===== src/hdl/dvl_pkg.sv =====
// Types and constants of the delta varint locus decoder.
// Used by every module of the block; depends on nothing.
`default_nettype none

package dvl_pkg;

    localparam int BYTE_W     = 8;
    localparam int LOC_W      = 64;
    localparam int IDX_W      = 32;
    localparam int DELTA_W    = 62;
    localparam int LEFT_W     = 3;
    localparam int KIND_W     = 2;
    localparam int S_TDATA_W  = 8;
    localparam int M_TDATA_W  = 112;
    localparam int M_PAYLOAD_W = BYTE_W + LOC_W + IDX_W + 1;
    localparam int PAD_W      = M_TDATA_W - M_PAYLOAD_W;

    localparam logic [BYTE_W-1:0] SEPARATOR  = 8'hff;
    localparam logic [BYTE_W-1:0] NAME_END   = 8'h00;
    localparam logic [5:0]        LOW6       = 6'h3f;
    localparam logic [1:0]        TOP_LONG   = 2'b11;
    localparam logic [1:0]        TOP_SHORT  = 2'b10;
    localparam logic [LEFT_W-1:0] LONG_CONT  = 3'd7;
    localparam logic [LEFT_W-1:0] SHORT_CONT = 3'd1;

    typedef enum logic [1:0] {
        PH_NAME_HEAD = 2'd0,
        PH_NAME      = 2'd1,
        PH_CODE      = 2'd2,
        PH_CONT      = 2'd3
    } phase_t;

    typedef enum logic [KIND_W-1:0] {
        KIND_NAME   = 2'd0,
        KIND_RECORD = 2'd1,
        KIND_TRUNC  = 2'd2
    } kind_t;

    typedef struct packed {
        logic [BYTE_W-1:0] stream_byte;
        logic              vector_start;
        logic              last_byte;
    } item_t;

    typedef struct packed {
        kind_t             kind;
        logic [BYTE_W-1:0] name_char;
        logic [LOC_W-1:0]  location;
        logic [IDX_W-1:0]  record_index;
        logic              first_of_sequence;
    } result_t;

    typedef struct packed {
        logic take;
        logic fire;
    } flow_t;

endpackage

`default_nettype wire


===== src/hdl/dvl_in_reg.sv =====
// Input register of the delta varint locus decoder: holds one byte transaction.
// Depends on dvl_pkg.
`default_nettype none

module dvl_in_reg (
    input  wire logic          aclk,
    input  wire logic          aresetn,
    input  wire logic          s_valid,
    output logic               s_ready,
    input  wire dvl_pkg::item_t s_item,
    input  wire logic          take,
    output logic               item_valid,
    output dvl_pkg::item_t     item
);
    import dvl_pkg::*;

    logic  valid_reg;
    logic  valid_next;
    item_t item_reg;
    logic  load;

    assign s_ready    = !valid_reg || take;
    assign load       = s_valid && s_ready;
    assign item_valid = valid_reg;
    assign item       = item_reg;

    always_comb begin
        valid_next = valid_reg;
        if (load) begin
            valid_next = 1'b1;
        end else if (take) begin
            valid_next = 1'b0;
        end
    end

    always_ff @(posedge aclk) begin
        if (!aresetn) begin
            valid_reg <= 1'b0;
        end else begin
            valid_reg <= valid_next;
        end
    end

    always_ff @(posedge aclk) begin
        if (load) begin
            item_reg <= s_item;
        end
    end

endmodule

`default_nettype wire


===== src/hdl/dvl_core.sv =====
// Decoder state machine: name pass-through, varint assembly and location sum.
// Depends on dvl_pkg.
`default_nettype none

module dvl_core (
    input  wire logic           aclk,
    input  wire logic           aresetn,
    input  wire dvl_pkg::flow_t flow,
    input  wire dvl_pkg::item_t item,
    output logic                has_result,
    output dvl_pkg::result_t    result
);
    import dvl_pkg::*;

    phase_t             phase_reg, phase_next;
    logic [LEFT_W-1:0]  left_reg, left_next;
    logic [DELTA_W-1:0] acc_reg, acc_next;
    logic [LOC_W-1:0]   loc_reg, loc_next;
    logic [IDX_W-1:0]   count_reg, count_next;
    logic               fresh_reg, fresh_next;

    phase_t             ph;
    logic [LEFT_W-1:0]  left_cur;
    logic [DELTA_W-1:0] acc_cur;
    logic [DELTA_W-1:0] acc_shift;
    logic [LOC_W-1:0]   loc_cur;
    logic [IDX_W-1:0]   count_cur;
    logic               fresh_cur;
    logic [BYTE_W-1:0]  b;
    logic               emit;
    logic [LOC_W-1:0]   delta;
    logic [LOC_W-1:0]   loc_sum;

    assign b         = item.stream_byte;
    assign ph        = item.vector_start ? PH_NAME_HEAD : phase_reg;
    assign left_cur  = item.vector_start ? '0 : left_reg;
    assign acc_cur   = item.vector_start ? '0 : acc_reg;
    assign loc_cur   = item.vector_start ? '0 : loc_reg;
    assign count_cur = item.vector_start ? '0 : count_reg;
    assign fresh_cur = item.vector_start ? 1'b0 : fresh_reg;
    assign acc_shift = {acc_cur[DELTA_W-BYTE_W-1:0], b};

    always_comb begin
        phase_next  = ph;
        left_next   = left_cur;
        acc_next    = acc_cur;
        loc_next    = loc_cur;
        count_next  = count_cur;
        fresh_next  = fresh_cur;
        has_result  = 1'b0;
        emit        = 1'b0;
        delta       = {{(LOC_W-BYTE_W){1'b0}}, b};
        result      = '0;
        result.kind = KIND_NAME;

        case (ph)
            PH_NAME_HEAD, PH_NAME: begin
                if (ph == PH_NAME_HEAD && b == SEPARATOR) begin
                    phase_next = PH_NAME;
                end else begin
                    has_result       = 1'b1;
                    result.kind      = KIND_NAME;
                    result.name_char = b;
                    if (b == NAME_END) begin
                        loc_next   = '0;
                        fresh_next = 1'b1;
                        phase_next = PH_CODE;
                    end else begin
                        phase_next = PH_NAME;
                    end
                end
            end
            PH_CODE: begin
                if (b == SEPARATOR && !fresh_cur) begin
                    phase_next = PH_NAME;
                end else if (b[7:6] == TOP_LONG) begin
                    acc_next   = {{(DELTA_W-6){1'b0}}, b[5:0] & LOW6};
                    left_next  = LONG_CONT;
                    phase_next = PH_CONT;
                end else if (b[7:6] == TOP_SHORT) begin
                    acc_next   = {{(DELTA_W-6){1'b0}}, b[5:0] & LOW6};
                    left_next  = SHORT_CONT;
                    phase_next = PH_CONT;
                end else begin
                    emit = 1'b1;
                end
            end
            PH_CONT: begin
                acc_next  = acc_shift;
                left_next = left_cur - 3'd1;
                if (left_next == '0) begin
                    delta      = {{(LOC_W-DELTA_W){1'b0}}, acc_shift};
                    emit       = 1'b1;
                    acc_next   = '0;
                    phase_next = PH_CODE;
                end
            end
            default: begin
                phase_next = PH_NAME_HEAD;
            end
        endcase

        loc_sum = loc_cur + delta;

        if (emit) begin
            has_result               = 1'b1;
            loc_next                 = loc_sum;
            result.kind              = KIND_RECORD;
            result.location          = loc_sum;
            result.record_index      = count_cur;
            result.first_of_sequence = fresh_cur;
            count_next               = count_cur + 32'd1;
            fresh_next               = 1'b0;
        end

        if (item.last_byte) begin
            if (phase_next == PH_CONT && !has_result) begin
                has_result  = 1'b1;
                result      = '0;
                result.kind = KIND_TRUNC;
            end
            phase_next = PH_NAME_HEAD;
            left_next  = '0;
            acc_next   = '0;
            loc_next   = '0;
            count_next = '0;
            fresh_next = 1'b0;
        end
    end

    always_ff @(posedge aclk) begin
        if (!aresetn) begin
            phase_reg <= PH_NAME_HEAD;
            left_reg  <= '0;
            acc_reg   <= '0;
            loc_reg   <= '0;
            count_reg <= '0;
            fresh_reg <= 1'b0;
        end else if (flow.fire) begin
            phase_reg <= phase_next;
            left_reg  <= left_next;
            acc_reg   <= acc_next;
            loc_reg   <= loc_next;
            count_reg <= count_next;
            fresh_reg <= fresh_next;
        end
    end

endmodule

`default_nettype wire


===== src/hdl/dvl_out_reg.sv =====
// Result register of the delta varint locus decoder, feeding the master port.
// Depends on dvl_pkg.
`default_nettype none

module dvl_out_reg (
    input  wire logic             aclk,
    input  wire logic             aresetn,
    input  wire dvl_pkg::flow_t   flow,
    input  wire logic             has_result,
    input  wire dvl_pkg::result_t result,
    output logic                  m_valid,
    input  wire logic             m_ready,
    output dvl_pkg::result_t      m_result
);
    import dvl_pkg::*;

    logic    valid_reg;
    logic    valid_next;
    result_t result_reg;

    assign m_valid  = valid_reg;
    assign m_result = result_reg;

    always_comb begin
        valid_next = valid_reg;
        if (flow.fire) begin
            valid_next = has_result;
        end else if (m_ready) begin
            valid_next = 1'b0;
        end
    end

    always_ff @(posedge aclk) begin
        if (!aresetn) begin
            valid_reg <= 1'b0;
        end else begin
            valid_reg <= valid_next;
        end
    end

    always_ff @(posedge aclk) begin
        if (flow.fire && has_result) begin
            result_reg <= result;
        end
    end

endmodule

`default_nettype wire


===== src/hdl/delta_varint_locus_decoder.sv =====
// A byte transaction is held in the input register; its result, if it has one, is
// loaded into the result register, which offers it as the result transaction.
// Throughput: one byte per cycle; a 64-bit location adder sits between the
// input register and the result register, and a stalled result stalls input.
// Reset: synchronous, active low aresetn; clears the decoder state and both
// valid flags, so the next byte is taken as the head of a name.
`default_nettype none

module delta_varint_locus_decoder (
    input  wire logic                           aclk,
    input  wire logic                           aresetn,
    input  wire logic                           s_tvalid,
    output logic                                s_tready,
    // stream_byte[7:0]
    input  wire logic [dvl_pkg::S_TDATA_W-1:0]  s_tdata,
    // vector_start[0]
    input  wire logic                           s_tuser,
    input  wire logic                           s_tlast,
    output logic                                m_tvalid,
    input  wire logic                           m_tready,
    // name_char[7:0], location[71:8], record_index[103:72],
    // first_of_sequence[104], zero padding[111:105]
    output logic [dvl_pkg::M_TDATA_W-1:0]       m_tdata,
    // kind[1:0]
    output logic [dvl_pkg::KIND_W-1:0]          m_tuser
);
    import dvl_pkg::*;

    item_t   s_item;
    item_t   item;
    logic    item_valid;
    flow_t   flow;
    logic    has_result;
    result_t result;
    result_t m_result;

    assign s_item.stream_byte  = s_tdata[BYTE_W-1:0];
    assign s_item.vector_start = s_tuser;
    assign s_item.last_byte    = s_tlast;

    assign flow.take = !m_tvalid || m_tready;
    assign flow.fire = item_valid && flow.take;

    dvl_in_reg u_in_reg (
        .aclk       (aclk),
        .aresetn    (aresetn),
        .s_valid    (s_tvalid),
        .s_ready    (s_tready),
        .s_item     (s_item),
        .take       (flow.take),
        .item_valid (item_valid),
        .item       (item)
    );

    dvl_core u_core (
        .aclk       (aclk),
        .aresetn    (aresetn),
        .flow       (flow),
        .item       (item),
        .has_result (has_result),
        .result     (result)
    );

    dvl_out_reg u_out_reg (
        .aclk       (aclk),
        .aresetn    (aresetn),
        .flow       (flow),
        .has_result (has_result),
        .result     (result),
        .m_valid    (m_tvalid),
        .m_ready    (m_tready),
        .m_result   (m_result)
    );

    assign m_tuser = m_result.kind;
    assign m_tdata = {{PAD_W{1'b0}},
                      m_result.first_of_sequence,
                      m_result.record_index,
                      m_result.location,
                      m_result.name_char};

endmodule

`default_nettype wire


===== config.mk =====
export PLATFORM = sky130hd
export DESIGN_NAME = delta_varint_locus_decoder
export DESIGN_NICKNAME = d
export VERILOG_FILES = /design/src/hdl/dvl_pkg.sv /design/src/hdl/dvl_in_reg.sv /design/src/hdl/dvl_core.sv /design/src/hdl/dvl_out_reg.sv /design/src/hdl/delta_varint_locus_decoder.sv
export SDC_FILE = /design/constraint.sdc
export NUM_CORES = 1
export LEC_CHECK = 0
export BUFFER_PORTS_ARGS = -buffer_cell sky130_fd_sc_hd__buf_2
export CAP_MARGIN = 20
export CORE_ASPECT_RATIO = 0.5
export CORE_MARGIN = 2
export CORE_UTILIZATION = 45
export DETAILED_ROUTE_END_ITERATION = 12
export SLEW_MARGIN = 30
export SYNTH_ARGS = -nofsm -noshare
export SYNTH_HDL_FRONTEND = slang
export SYNTH_SLANG_ARGS = --single-unit

===== constraint.sdc =====
create_clock -name aclk -period 10.55 [get_ports aclk]
set_input_delay 1.055 -clock aclk [delete_from_list [all_inputs] [get_ports aclk]]
set_output_delay 1.055 -clock aclk [all_outputs]
set_load 0.05 [all_outputs]

Yosys cells after proc, flatten, opt, wreduce, memory -nomap -nowiden
Cells that the tools add are included.
{"block": "totals", "register_bits": 283, "inputBits": 14, "out_inout_bits": 116, "elab_cells": 103}
{"block": "op_classes", "n_addsub": 3, "eq_ne": 7, "mux": 59, "n_reduce_logical": 18}
{"operator": "two-way mux 64 bit", "count": 7}
{"operator": "two-way mux 62 bit", "count": 7}
{"operator": "two-way mux 107 bit", "count": 2}
{"operator": "one-hot mux 62 bit (2 select lines)", "count": 1}
{"operator": "two-way mux 97 bit", "count": 1}
{"operator": "two-way mux 32 bit", "count": 3}
{"operator": "adder 64 bit", "count": 1}
{"operator": "adder 32 x 1 -> 32 bit, second input constant", "count": 1}
{"operator": "two-way mux 1 bit", "count": 19}
{"operator": "two-way mux 2 bit", "count": 9}
{"operator": "two-way mux 3 bit", "count": 5}
{"operator": "== test 2 bit, second input constant", "count": 5}
{"operator": "two-way mux 10 bit", "count": 1}
{"operator": "== test 8 bit, second input constant", "count": 1}
{"operator": "zero test 8 bit", "count": 1}
{"operator": "two-way mux 8 bit", "count": 1}
{"operator": "logical AND 1 bit", "count": 6}
{"operator": "one-hot mux 2 bit (3 select lines)", "count": 1}
{"operator": "one-hot mux 3 bit (2 select lines)", "count": 1}
{"operator": "zero test 1 bit", "count": 4}
{"operator": "nonzero test 2 bit", "count": 2}
{"operator": "zero test 3 bit", "count": 1}
{"operator": "subtractor 3 x 1 -> 3 bit, second input constant", "count": 1}
{"operator": "== test 2 x 1 -> 1 bit, second input constant", "count": 1}
{"operator": "other kinds (4)", "count": 5}

Logic depth before layout (Yosys ltp)
{"block": "logic_depth", "ltp_word": 11, "ltp_mapped": 21, "ltp_nobuf": 17}

Modules after synthesis
A second synthesis with hierarchy kept.
{"block": "hier_totals", "cells_unflattened": 1665, "hier_area_um2": 15193.3}
{"module": "dvl_core", "n_inst": 1, "cells_each": 1529, "area_each_um2": 11499.8, "seq_area_each_um2": 3123.0}
{"module": "dvl_out_reg", "n_inst": 1, "cells_each": 111, "area_each_um2": 3256.9, "seq_area_each_um2": 3233.1}
{"module": "dvl_in_reg", "n_inst": 1, "cells_each": 15, "area_each_um2": 357.8, "seq_area_each_um2": 320.3}
{"module": "delta_varint_locus_decoder", "n_inst": 1, "cells_each": 10, "area_each_um2": 78.8, "seq_area_each_um2": 0.0}

Worst setup path before layout
No wires, ideal clock.
{"block": "synth_timing", "kind": "register -> register", "from": "reg u_in_reg.item_reg (netlist bit u_in_reg.item[1])", "to": "reg u_out_reg.result_reg (netlist bit u_out_reg.m_result[0]) (enable)", "setup_ns": 0.575, "arrival_time_ns": 6.702, "t_required_ns": 9.975, "path_slack_ns": 3.273, "path_stages_with_launch": 13, "path_buffers": 3, "path_cell_list": "edfxtp_1 -> buf_6 -> inv_1 -> clkbuf_1 -> nand2_1 -> ha_1 -> xor2_1 -> o22ai_2 -> nand2_1 -> inv_1 -> clkbuf_1 -> nor3_1 -> nor2_1"}
{"block": "synth_via", "elab_chain_cells": 11, "elab_cells_between_ends": 31}
{"item": "start, declared", "line": "dvl_in_reg.sv:19", "source": "item_t item_reg;"}
{"item": "start signal, assigned", "line": "dvl_in_reg.sv:46", "source": "item_reg <= s_item;"}
{"item": "two-way mux 3 bit, or another cell as far along", "line": "dvl_core.sv:36", "source": "assign left_cur = item.vector_start ? '0 : left_reg;"}
{"item": "subtractor 3 x 1 -> 3 bit, or another cell as far along", "line": "dvl_core.sv:90", "source": "left_next = left_cur - 3'd1;"}
{"item": "zero test 3 bit, or another cell as far along", "line": "dvl_core.sv:91", "source": "if (left_next == '0) begin"}
{"item": "two-way mux 1 bit, on equally long branches", "line": "dvl_core.sv:91, dvl_core.sv:58, dvl_core.sv:74"}
{"item": "one-hot mux 1 bit (2 select lines) / two-way mux 1 bit (equally long branches)", "line": "dvl_core.sv:56", "source": "case (ph)"}
{"item": "two-way mux 1 bit", "line": "dvl_core.sv:105", "source": "if (emit) begin"}
{"item": "zero test 1 bit", "line": "dvl_core.sv:117", "source": "if (phase_next == PH_CONT && !has_result) begin"}
{"item": "logical AND 1 bit", "line": "dvl_core.sv:117"}
{"item": "two-way mux 1 bit", "line": "dvl_core.sv:117"}
{"item": "two-way mux 1 bit (*)", "line": "dvl_core.sv:116", "source": "if (item.last_byte) begin"}
{"item": "logical AND 1 bit (*)", "line": "dvl_out_reg.sv:42", "source": "if (flow.fire && has_result) begin"}
{"item": "end signal, assigned", "line": "dvl_out_reg.sv:43", "source": "result_reg <= result;"}
{"item": "end, declared", "line": "dvl_out_reg.sv:19", "source": "result_t result_reg;"}
Mark *: on every way between the ends. The rest lies on a longest branch, timed or not.
A chain may end at the register's enable or synchronous reset.

==> impl_results.md <==
- Synth area leader: edfxtp_1
- Post-synth EDFFs: ~120
- Clock power share: roughly 42%
- Antenna Cells: 0
- Core area: 33200 sq um
- Top post-synthesis cells by count: 169 x nand2_1, 169 x nor2b_1, 158 x dfxtp_1
- Final setup vio count: 0
- Die width: between 200 and 300 um
- Max reg flops: between 100 and 150
- Number of global-route vias before repair: 12400
- Hold WC Path Type: register to register
- Layout Nets: roughly 1900
- Chip Height: about 130 um
- Critical path capture point type: register
- Fraction of final layout cells sized beyond drive strength 1: approximately a tenth
- Yosys synthesis warning count: 0
- Worst vdd ir: approximately 0.089 mV
- Largest net degree at the start of global routing: a little under 100
- CTS tree: yes
- Startpoint types: register
- RSZ-0062 raised after global routing: false
- GRT overflow: 0
- Slew Limit Fails: 0
- Hold Path Stages: 2
- Async SR Flop Fraction: 0%
- Sequential fraction of the synthesis area: between 40% and 50%
- Mapped cell area: ~15000 sq um
- DR DRC count: 0
- Number of synthesized register bits: 275
- Routed Antenna Nets: 0
- Slew of the pin with the lowest slew margin: between 900 and 1000 ps
- Clock latency on the worst-skew pair: between 500 and 600 ps
- Fin. Hold Viols: 0
- Vias: 13000
- Pre-antenna DRT Iters: 7
- Post-Route WL: roughly 43 mm
- Leakage power: just over 6 nW
- Worst Path Arrival: 5980 ps
- Initial Util: a little under half
- Final worst-path cycle share: 53.9%
- Net Switching: 576 uW
- CTS max path bufs: 3
- Half-perimeter wire length after placement: around 30 mm
- Fmax: about 180 MHz
- Max Cap Violations: 0
- Pwr dens: around 130 nW/um^2
- I/O pins: between 100 and 150
- Hold Startpoint: u_core.loc_reg[57]
- CTS buffer count: 26
- Final Worst Setup Slack: ~5000 ps
- Iteration-0 DRC Markers: roughly 960
- Synth Instances: about 1700
- Syn avg cell area: between 8 and 9 sq um
- CTS root buf: clkbuf_16
- Flop pwr share: 49.9%
- Final instance area: 17000 sq um
- Setup TNS: 0 ps
- # hold bufs at CTS: 0
- Multi-input gate area: roughly 8100 sq um
- Critical Path Fanout Max: 54
- Resize count post-CTS: 0
- Area grow syn2layout: 11.4%
- Origin of the critical flop-to-flop path: u_in_reg.item[1]
- Clock Pin Slew Worst Setup and Hold Paths: roughly 60 ps
- CP startpoint: u_in_reg.item[1]
- Gate power share: 7.6%
- Reg2Reg Depth: 18
- DR WL/cell: approximately 19 um
- Skew final: roughly 33 ps
- Share of the synthesized area in the top cell type: between 20% and 30%
- CTS H-tree depth: 1
- Fillers: 3093
- Initial antenna violation count: 0
- Ys flop type: dfxtp_1
- Clock sinks: between 200 and 300
- Post-CTS setup buffers: 0
- Relative slew slack: between 30% and 40%
- Port Buffers: 122
- First-pass GRT wire length: 68.6 mm
- Outcome: completed
- Cell variety after synth: 72
- Post-layout util: just over 50%
- DP Area: between 15000 and 20000 sq um
- Required @ worst endpoint: ~11000 ps
- Global Route Usage Sum: a little under a quarter
- Post-Place Worst Slack: ~5100 ps
- Via density: between 5 and 6
- Power Total: ~2.3 mW
- Seq. cell area: between 6000 and 7000 sq um
- Overall die area: 35500 sq um
- WS Path Type: register to register
- Pint: ~1.7 mW
- GPL Wtd Cong: 0.894
- Net Sw Frac: 25.2%
- Period minus WS final: about 5700 ps
- Top cells by area, synth: edfxtp_1 23%, dfxtp_1 21%, nor2b_1 6.9%
- Num rows: 47
## placed cells by master, fill, tap and decap left out, types with 28 or more instances in the layout
cell type    n
ha_1        66
and2_1      73
inv_1       33
nor2b_1    169
o21ai_0    103
a22oi_1     79
xor2_1      32
buf_2      122
edfxtp_1   117
nor3_1      38
nand2_1    167
nor2_1     123
nand4_1     37
dfxtp_1    158
clkbuf_16   28
and3_1      37
a21oi_1    124
## power groups by stage
stage               combinational [mW]  sequential (mW)  clock, mW
CTS                              0.175             1.14      0.987
floorplan                       0.0586             1.24          0
global route                     0.184             1.14       1.03
global placement                 0.172             1.16          0
finish                           0.174             1.14      0.970
detailed placement               0.174             1.16          0
## layout make-up
cell class | count | area share (%)
multi-input combinational | 1309 | 47.3
sequential | 275 | 39.2
clock buffer | 36 | 4.41
timing repair buffer | 140 | 4.38
tap | 441 | 3.24
inverter | 34 | 0.750
clock inverter | 12 | 0.676
## path summary, 6_finish.rpt
kind,slack [ps],end
max,4860,u_out_reg.m_result[86]
min,440,u_core.loc_reg[57]
max reg2reg,4860,u_out_reg.m_result[86]
min reg2reg,440,u_core.loc_reg[57]
## logic make-up after synthesis
group	synth area share, %
AOI/OAI and AO/OA	18.8
xor gates and xnor gates	3.15
buffers and inverters	3.92
other	0.0246
adders and majority gates	5.54
DFF	43.7
and+or+nand+nor	24.8
## stage by stage
| stage | hold WS [ps] | std cells |
|---|---|---|
| floorplan | 417 | 1732 |
| global placement | 430 | 2199 |
| detailed placement | 438 | 2199 |
| CTS | 447 | 2247 |
| global route | 469 | 2247 |
| finish | 444 | 2247 |
## metal layers
| metal | up-vias | share of wire, % | GRT usage (%) |
|---|---|---|---|
| li1 | 6288 | - | - |
| met4 | 0 | 1.9 | 4.73 |
| met2 | 358 | 44 | 38.1 |
| met5 | - | 0 | 0 |
| met1 | 6302 | 49 | 34.6 |
| met3 | 53 | 5.2 | 3.19 |
## worst max-delay path: stages, from the launching register on
cell       delay, ps
edfxtp_1         410
inv_1            430
nand2_1          190
ha_1             280
and3_1           180
o21ai_0          420
nor3_2            80
buf_4            290
and2_1           230
ha_1             410
a21oi_1          120
o21ai_0          320
nor3_1           110
a211oi_1         530
o21ai_1          240
a31oi_1          610
a211oi_1         170
o2bb2ai_1        190
o21a_1           200
Note: power is estimated with default switching activity, not from simulation.
